--- config.mk ---
export PLATFORM = sky130hd
export DESIGN_NAME = address_range_match_table_core
export DESIGN_NICKNAME = d
export VERILOG_FILES = /design/src/rtl/armt_pkg.sv /design/src/rtl/address_range_match_table_core.sv /design/src/rtl/armt_slot_array.sv /design/src/rtl/armt_resolve.sv
export SDC_FILE = /design/constraint.sdc
export NUM_CORES = 2
export LEC_CHECK = 0
export BUFFER_PORTS_ARGS = -buffer_cell sky130_fd_sc_hd__buf_2
export CORE_MARGIN = 4
export CORE_UTILIZATION = 55
export DETAILED_ROUTE_END_ITERATION = 8
export GPL_TIMING_DRIVEN = 0
export PLACE_DENSITY = 0.8
export SYNTH_ARGS = -nofsm -noshare
export SYNTH_HDL_FRONTEND = slang
export SYNTH_SLANG_ARGS = --single-unit
--- constraint.sdc ---
create_clock -name clock -period 11.45 [get_ports clock]
set_input_delay 0 -clock clock [delete_from_list [all_inputs] [get_ports clock]]
set_output_delay 0 -clock clock [all_outputs]
set_load 0.005 [all_outputs]
--- src/rtl/armt_pkg.sv ---
package armt_pkg;

   localparam int unsigned ADDR_W = 32;
   localparam int unsigned TAG_W  = 8;
   localparam int unsigned SLOT_W = 4;

   // request codes; code 3 is unused and answers a miss
   typedef enum logic [1:0] {
      REQ_LOOKUP = 2'd0,
      REQ_INSERT = 2'd1,
      REQ_CLEAR  = 2'd2
   } req_code_type;

   typedef enum logic [2:0] {
      STAT_OK        = 3'd0,
      STAT_MISS      = 3'd1,
      STAT_OVERLAP   = 3'd2,
      STAT_FULL      = 3'd3,
      STAT_BAD_RANGE = 3'd4,
      STAT_CLEARED   = 3'd5
   } status_type;

   // table update issued by the resolve logic
   typedef struct packed {
      logic write;
      logic clear;
   } table_cmd_type;

   typedef struct packed {
      status_type          status;
      logic                hit;
      logic [TAG_W-1:0]    tag;
      logic [SLOT_W-1:0]   slot;
   } rsp_type;

endpackage

--- src/rtl/address_range_match_table_core.sv ---
// Channel   | Ports                                            | Dir | Handshake
// ----------+--------------------------------------------------+-----+----------------------------
// request   | start, busy, req_type, req_address,              | in  | taken when start && !busy
//           | req_low_bound, req_high_bound, req_tag_in        |     |
// response  | rsp_strobe, rsp_status, rsp_hit, rsp_tag_out,    | out | one cycle, marked by strobe
//           | rsp_slot                                         |     |
//
// One request per cycle, sustained. A request taken into the input register is resolved
// against all slots at once; its response is then registered and shown on the rsp_ ports
// for a single cycle. The table is updated at the same edge the response is registered,
// so the next request always sees it. The input and response registers sit around the
// parallel slot compare. Reset clears the slot valid bits at once; busy is held high by
// reset and clears on the first clock edge without reset, low from then on.
// The receiver cannot stall: every response is shown exactly once.
module address_range_match_table_core
   import armt_pkg::*;
#(
   parameter int unsigned ENTRIES = 16
) (
   input  logic                clock,
   input  logic                reset,
   // request channel
   input  logic                start,
   output logic                busy,
   input  logic [1:0]          req_type,
   input  logic [ADDR_W-1:0]   req_address,
   input  logic [ADDR_W-1:0]   req_low_bound,
   input  logic [ADDR_W-1:0]   req_high_bound,
   input  logic [TAG_W-1:0]    req_tag_in,
   // response channel
   output logic                rsp_strobe,
   output logic [2:0]          rsp_status,
   output logic                rsp_hit,
   output logic [TAG_W-1:0]    rsp_tag_out,
   output logic [SLOT_W-1:0]   rsp_slot
);

   localparam int unsigned IDX_W = $clog2(ENTRIES);

   // ---- control ----
   logic busy_ff, busy_in;
   logic req_valid_ff, req_valid_in;
   logic rsp_strobe_ff, rsp_strobe_in;

   // ---- request register (payload, no reset) ----
   logic [1:0]        req_type_ff;
   logic [ADDR_W-1:0] req_address_ff;
   logic [ADDR_W-1:0] req_low_ff;
   logic [ADDR_W-1:0] req_high_ff;
   logic [TAG_W-1:0]  req_tag_ff;

   // ---- response register ----
   rsp_type rsp_ff, rsp_in;

   // ---- between slot array and resolve ----
   logic [ENTRIES-1:0] valid_vec;
   logic [ENTRIES-1:0] match_vec;
   logic [ENTRIES-1:0] overlap_vec;
   logic [IDX_W-1:0]   rd_idx;
   logic [IDX_W-1:0]   wr_idx;
   logic [TAG_W-1:0]   rd_tag;
   table_cmd_type      cmd;
   table_cmd_type      cmd_gated;
   rsp_type            rsp_calc;

   logic req_fire;

   assign req_fire      = start && !busy_ff;
   assign busy_in       = 1'b0;
   assign req_valid_in  = req_fire;
   assign rsp_strobe_in = req_valid_ff;
   assign rsp_in        = rsp_calc;

   // table changes only for a request actually held in the input register
   assign cmd_gated.write = cmd.write && req_valid_ff;
   assign cmd_gated.clear = cmd.clear && req_valid_ff;

   always_ff @(posedge clock) begin
      if (reset) begin
         busy_ff       <= 1'b1;
         req_valid_ff  <= 1'b0;
         rsp_strobe_ff <= 1'b0;
      end else begin
         busy_ff       <= busy_in;
         req_valid_ff  <= req_valid_in;
         rsp_strobe_ff <= rsp_strobe_in;
      end
   end

   always_ff @(posedge clock) begin
      if (req_fire) begin
         req_type_ff    <= req_type;
         req_address_ff <= req_address;
         req_low_ff     <= req_low_bound;
         req_high_ff    <= req_high_bound;
         req_tag_ff     <= req_tag_in;
      end
      rsp_ff <= rsp_in;
   end

   armt_slot_array #(
      .ENTRIES (ENTRIES)
   ) u_slots (
      .clock       (clock),
      .reset       (reset),
      .key_addr    (req_address_ff),
      .key_low     (req_low_ff),
      .key_high    (req_high_ff),
      .valid_vec   (valid_vec),
      .match_vec   (match_vec),
      .overlap_vec (overlap_vec),
      .rd_idx      (rd_idx),
      .rd_tag      (rd_tag),
      .cmd         (cmd_gated),
      .wr_idx      (wr_idx),
      .wr_tag      (req_tag_ff)
   );

   armt_resolve #(
      .ENTRIES (ENTRIES)
   ) u_resolve (
      .req_code    (req_type_ff),
      .low_bound   (req_low_ff),
      .high_bound  (req_high_ff),
      .tag_in      (req_tag_ff),
      .valid_vec   (valid_vec),
      .match_vec   (match_vec),
      .overlap_vec (overlap_vec),
      .rd_tag      (rd_tag),
      .rd_idx      (rd_idx),
      .wr_idx      (wr_idx),
      .cmd         (cmd),
      .rsp         (rsp_calc)
   );

   assign busy        = busy_ff;
   assign rsp_strobe  = rsp_strobe_ff;
   assign rsp_status  = rsp_ff.status;
   assign rsp_hit     = rsp_ff.hit;
   assign rsp_tag_out = rsp_ff.tag;
   assign rsp_slot    = rsp_ff.slot;

   // every accepted request gets its response strobe after the input and response registers
   a_rsp_latency: assert property (@(posedge clock) disable iff (reset)
      req_fire |-> ##2 rsp_strobe)
      else $error("response missing two cycles after request");

   // a hit always reports success
   a_hit_ok: assert property (@(posedge clock) disable iff (reset)
      rsp_strobe && rsp_hit |-> rsp_status == STAT_OK)
      else $error("hit with non-ok status");

   // failed or non-hit responses carry no tag or slot
   a_miss_zero: assert property (@(posedge clock) disable iff (reset)
      rsp_strobe && !rsp_hit |-> rsp_tag_out == '0 && rsp_slot == '0)
      else $error("non-hit response with nonzero tag or slot");

   // a successful insert leaves its slot valid
   a_insert_valid: assert property (@(posedge clock) disable iff (reset)
      cmd_gated.write |=> valid_vec[$past(wr_idx)])
      else $error("inserted slot not valid");

   // a clear empties the table
   a_clear_empty: assert property (@(posedge clock) disable iff (reset)
      cmd_gated.clear |=> valid_vec == '0)
      else $error("table not empty after clear");

endmodule

--- src/rtl/armt_slot_array.sv ---
module armt_slot_array
   import armt_pkg::*;
#(
   parameter int unsigned ENTRIES = 16,
   localparam int unsigned IDX_W = $clog2(ENTRIES)
) (
   input  logic                clock,
   input  logic                reset,
   // compare keys, from the request register
   input  logic [ADDR_W-1:0]   key_addr,
   input  logic [ADDR_W-1:0]   key_low,
   input  logic [ADDR_W-1:0]   key_high,
   // per-slot compare results
   output logic [ENTRIES-1:0]  valid_vec,
   output logic [ENTRIES-1:0]  match_vec,
   output logic [ENTRIES-1:0]  overlap_vec,
   // tag read for the matching slot
   input  logic [IDX_W-1:0]    rd_idx,
   output logic [TAG_W-1:0]    rd_tag,
   // update
   input  table_cmd_type       cmd,
   input  logic [IDX_W-1:0]    wr_idx,
   input  logic [TAG_W-1:0]    wr_tag
);

   logic [ENTRIES-1:0] valid_ff;
   logic [ADDR_W-1:0]  start_ff [ENTRIES];
   logic [ADDR_W-1:0]  stop_ff  [ENTRIES];
   logic [TAG_W-1:0]   tag_ff   [ENTRIES];

   always_ff @(posedge clock) begin
      if (reset) begin
         valid_ff <= '0;
      end else if (cmd.clear) begin
         valid_ff <= '0;
      end else if (cmd.write) begin
         valid_ff[wr_idx] <= 1'b1;
      end
   end

   // payload, no reset: only read behind a valid bit
   always_ff @(posedge clock) begin
      if (cmd.write) begin
         start_ff[wr_idx] <= key_low;
         stop_ff[wr_idx]  <= key_high;
         tag_ff[wr_idx]   <= wr_tag;
      end
   end

   // one comparator set per slot, all in parallel
   always_comb begin
      for (int i = 0; i < int'(ENTRIES); i++) begin
         match_vec[i]   = valid_ff[i] && (key_addr >= start_ff[i]) && (key_addr <= stop_ff[i]);
         overlap_vec[i] = valid_ff[i] && (key_high >= start_ff[i]) && (key_low <= stop_ff[i]);
      end
   end

   assign valid_vec = valid_ff;
   assign rd_tag    = tag_ff[rd_idx];

endmodule

--- src/rtl/armt_resolve.sv ---
module armt_resolve
   import armt_pkg::*;
#(
   parameter int unsigned ENTRIES = 16,
   localparam int unsigned IDX_W = $clog2(ENTRIES)
) (
   input  logic [1:0]          req_code,
   input  logic [ADDR_W-1:0]   low_bound,
   input  logic [ADDR_W-1:0]   high_bound,
   input  logic [TAG_W-1:0]    tag_in,
   input  logic [ENTRIES-1:0]  valid_vec,
   input  logic [ENTRIES-1:0]  match_vec,
   input  logic [ENTRIES-1:0]  overlap_vec,
   input  logic [TAG_W-1:0]    rd_tag,
   output logic [IDX_W-1:0]    rd_idx,
   output logic [IDX_W-1:0]    wr_idx,
   output table_cmd_type       cmd,
   output rsp_type             rsp
);

   logic [ENTRIES-1:0] free_vec;
   logic               any_match;
   logic               any_overlap;
   logic               any_free;

   assign free_vec    = ~valid_vec;
   assign any_match   = |match_vec;
   assign any_overlap = |overlap_vec;
   assign any_free    = |free_vec;

   // lowest set bit wins
   always_comb begin
      rd_idx = '0;
      wr_idx = '0;
      for (int i = int'(ENTRIES) - 1; i >= 0; i--) begin
         if (match_vec[i]) begin
            rd_idx = IDX_W'(i);
         end
         if (free_vec[i]) begin
            wr_idx = IDX_W'(i);
         end
      end
   end

   always_comb begin
      cmd        = '0;
      rsp.status = STAT_MISS;
      rsp.hit    = 1'b0;
      rsp.tag    = '0;
      rsp.slot   = '0;
      unique case (req_code_type'(req_code))
         REQ_LOOKUP: begin
            if (any_match) begin
               rsp.status = STAT_OK;
               rsp.hit    = 1'b1;
               rsp.tag    = rd_tag;
               rsp.slot   = SLOT_W'(rd_idx);
            end
         end
         REQ_INSERT: begin
            priority if (!(low_bound < high_bound)) begin
               rsp.status = STAT_BAD_RANGE;
            end else if (any_overlap) begin
               rsp.status = STAT_OVERLAP;
            end else if (!any_free) begin
               rsp.status = STAT_FULL;
            end else begin
               cmd.write  = 1'b1;
               rsp.status = STAT_OK;
               rsp.hit    = 1'b1;
               rsp.tag    = tag_in;
               rsp.slot   = SLOT_W'(wr_idx);
            end
         end
         REQ_CLEAR: begin
            cmd.clear  = 1'b1;
            rsp.status = STAT_CLEARED;
         end
         default: begin
            rsp.status = STAT_MISS;
         end
      endcase
   end

endmodule
==> results.sh <==
export IMPL_endpoint_kind="flip-flop"
export IMPL_regArea_um2=38500
export IMPL_grt_max_degree=65
export IMPL_die_area_um2=168000
export IMPL_clk_latency_ns=0.83
export IMPL_grt_pass1_vias=75400
export IMPL_worstHoldPathCells=4
export IMPL_crit_cells=25
export IMPL_fillerInstances=11200
export IMPL_finalSetupViolations=0
export IMPL_syn_nets=10000
export IMPL_fin_tns_setup_ns=0
export IMPL_cts_hold_buf=215
export IMPL_status="complete, but fails checks"
export IMPL_maxCapViolCount=1
export IMPL_cts_tree="done"
export IMPL_htreeDepth=4
export IMPL_worst_path_buf_inv=12
export IMPL_crit_path_frequent_cell="buf_4"
export IMPL_critical_path_peak_fanout=18
export IMPL_crit_arrival_ns=9.54
export IMPL_cts_made_buffers=145
export IMPL_vdd_drop_max_uv=140
export IMPL_areaGrowthSynthToFinish_pct=20.2
export IMPL_async_flop_share=0
export IMPL_cts_sinks=1293
export IMPL_ys_flop_type="edfxtp_1"
export IMPL_min_period_over_period=0.788
export IMPL_grt_pass1_wl_um=460000
export IMPL_final_antenna_net_count=0
export IMPL_ctsResizeCount=0
export IMPL_overflow=0
export IMPL_rr_worst_depth=25
export IMPL_yosys_warnings=0
export IMPL_syn_area_um2=89000
export IMPL_power_density_nw_per_um2=105
export IMPL_critPathMaxStageDelay_ns=1.21
export IMPL_crit_slowest_cell="edfxtp_1"
export IMPL_io_pins=127
export IMPL_dr_first_iter_drc_count=7999
export IMPL_relSlewSlack=-0.111
export IMPL_fmax_mhz=111
export IMPL_hold_class="input port to flip-flop"
export IMPL_final_common_cell="ha_1"
export IMPL_mostFrequentLayoutCells="ha_1, edfxtp_1, inv_1"
export IMPL_final_core_util=0.666
export IMPL_syn_inst=7856
export IMPL_avgSynthCellArea_um2=11.3
export IMPL_globalplace_congestion=0.976
export IMPL_vias=72900
export IMPL_fin_crit_ns=9.02
export IMPL_finalClockSkew_ns=0.0438
export IMPL_start_kind="flip-flop"
export IMPL_synth_edf_count=1258
export IMPL_core_area_um2=161000
export IMPL_drive_gt1_frac=0.0914
export IMPL_fin_nets=10900
export IMPL_crit_type="flip-flop to flip-flop"
export IMPL_multi_input_area_um2=46400
export IMPL_post_cts_buffers=0
export IMPL_hold_viol_final=0
export IMPL_fp_row_count=147
export IMPL_drc=0
export IMPL_seq_area_frac_synth=0.432
export IMPL_antenna_found_initial=18
export IMPL_die_height_um=410
export IMPL_place_hpwl_um=229000
export IMPL_leakagePower_nw=48.5
export IMPL_dieWidth_um=410
export IMPL_wl_per_cell_um=28.6
export IMPL_finalMaxSlewViolations=2
export IMPL_portBuffers=126
export IMPL_clockBufferDepth=3
export IMPL_critPathTopFamily="buffers and inverters"
export IMPL_dr_pass1_iters=6
export IMPL_vias_per_cell=6.62
export IMPL_synth_cell_type_count=87
export IMPL_cts_root_buf="clkbuf_16"
export IMPL_initial_core_util=0.554
export IMPL_synth_seq_cells=1293
export IMPL_rsz0062_at_grt="no"
export IMPL_totalWireLength_um=315000
export IMPL_violations="max-capacitance violations, max-slew violations"
export IMPL_critPathRequiredTime_ns=11.96
export IMPL_max_slew_worst_pin_slew_ns=1.65
export IMPL_track_usage=0.368
export IMPL_path_clk_slew_ns=0.06
## cell families (layout without fill, tap and decap cells)
logic type | count (synthesis) | in the layout | share of synthesized area
DFF | 1293 | 1293 | 0.432
and+or+nand+nor | 1493 | 1493 | 0.0882
muxes | 68 | 68 | 0.00808
AOI/OAI and AO/OA | 1813 | 1813 | 0.132
adders and majority gates | 2079 | 2079 | 0.292
buffers and inverters | 1110 | 2092 | 0.0474
other | 0 | 5 | 0
## metrics by stage
step,std cells,area (um2),power [mW],hold slack [ns],setup WS (ns)
after detailed placement,10500,100000,6.43,0.167,2.67
after floorplan,7856,89000,5.83,0.0277,-0.187
after global placement,10100,92300,6.17,0.166,-9.69
after CTS,11000,107000,11.2,0.109,2.61
final,11000,107000,11.3,0.150,2.43
after global routing,11000,107000,11.5,0.152,2.46
## worst register-to-register path: stages, from the launching register on
cell and delay, ns:
edfxtp_1 1.21, inv_1 0.84, buf_16 0.40, ha_1 0.22
nor2b_1 0.10, o21ai_0 0.09, nand2b_1 0.09, a2111oi_0 0.10
o31ai_1 0.24, o21bai_1 0.32, and3_1 0.44, o22ai_1 0.49
nand4_1 0.40, nor3_1 0.69, nand2_1 0.27, clkbuf_1 0.36
nor4_2 0.50, buf_4 0.28, buf_4 0.23, buf_4 0.22
buf_4 0.21, buf_4 0.21, buf_4 0.20, buf_4 0.21
buf_4 0.21, buf_4 0.22
## synthesized netlist by cell type, drive strengths merged (20+ instances only)
cell type / count / area (um2)
ha: 2079 / 26000
edfxtp: 1258 / 37800
inv: 1086 / 4080
a21oi: 562 / 2820
o21ai: 353 / 1770
a21o: 321 / 2410
nand4: 318 / 1990
nand2: 306 / 1150
nor2: 243 / 937
nand3: 183 / 916
a211oi: 110 / 856
nor2b: 96 / 601
nor3: 86 / 430
o21a: 79 / 593
o211ai: 65 / 488
nand2b: 59 / 377
nor4: 53 / 332
a2111oi: 40 / 357
and4: 38 / 333
mux2i: 37 / 370
dfxtp: 35 / 701
mux2: 31 / 349
and3: 30 / 188
a221oi: 27 / 236
a211o: 24 / 219
a221o: 24 / 240
o31ai: 20 / 150
## report_power, final
| group | internal (mW) | leakage [nW] | switching [mW] | total [mW] |
|---|---|---|---|---|
| registers | 5.19 | 11.6 | 0.0875 | 5.28 |
| logic | 0.510 | 34.6 | 0.658 | 1.17 |
| clock network | 2.71 | 2.31 | 2.10 | 4.81 |
## registers in the layout (all words and copies together), names as in the netlist, 4 cells and up
signal / count
req_tag_ff: 8
u_slots.start_ff: 512
u_slots.tag_ff: 128
req_low_ff: 32
u_slots.stop_ff: 512
u_slots.valid_vec: 16
req_address_ff: 32
rsp_slot: 4
rsp_tag_out: 8
req_high_ff: 32
## layout make-up
cell class                 instances  share of cell area
clock inverter                    78             0.00930
buffer                            22             0.00130
multi-input combinational       5453               0.434
antenna                            5            0.000117
tap                             2160              0.0253
timing repair buffer             720              0.0968
inverter                        1088              0.0382
sequential                      1293               0.360
clock buffer                     184              0.0356
## per-layer routing
layer,part of all wire,GRT usage,vias up
li1,-,-,31700
met1,0.34,0.430,34800
met2,0.44,0.571,4747
met3,0.12,0.0858,1647
met4,0.10,0.312,10
met5,0.00029,0,-
## path summary, 6_finish.rpt
path,start,slack [ns],end
worst max-delay path,req_low_ff[0],2.43,u_slots.start_ff[15][0]
worst min-delay path,reset,0.15,u_slots.valid_vec[0]
worst max register to register,req_low_ff[0],2.43,u_slots.start_ff[15][0]
worst min register to register,req_low_ff[6],0.56,u_slots.start_ff[8][6]
(Power assumes the default switching activity.)
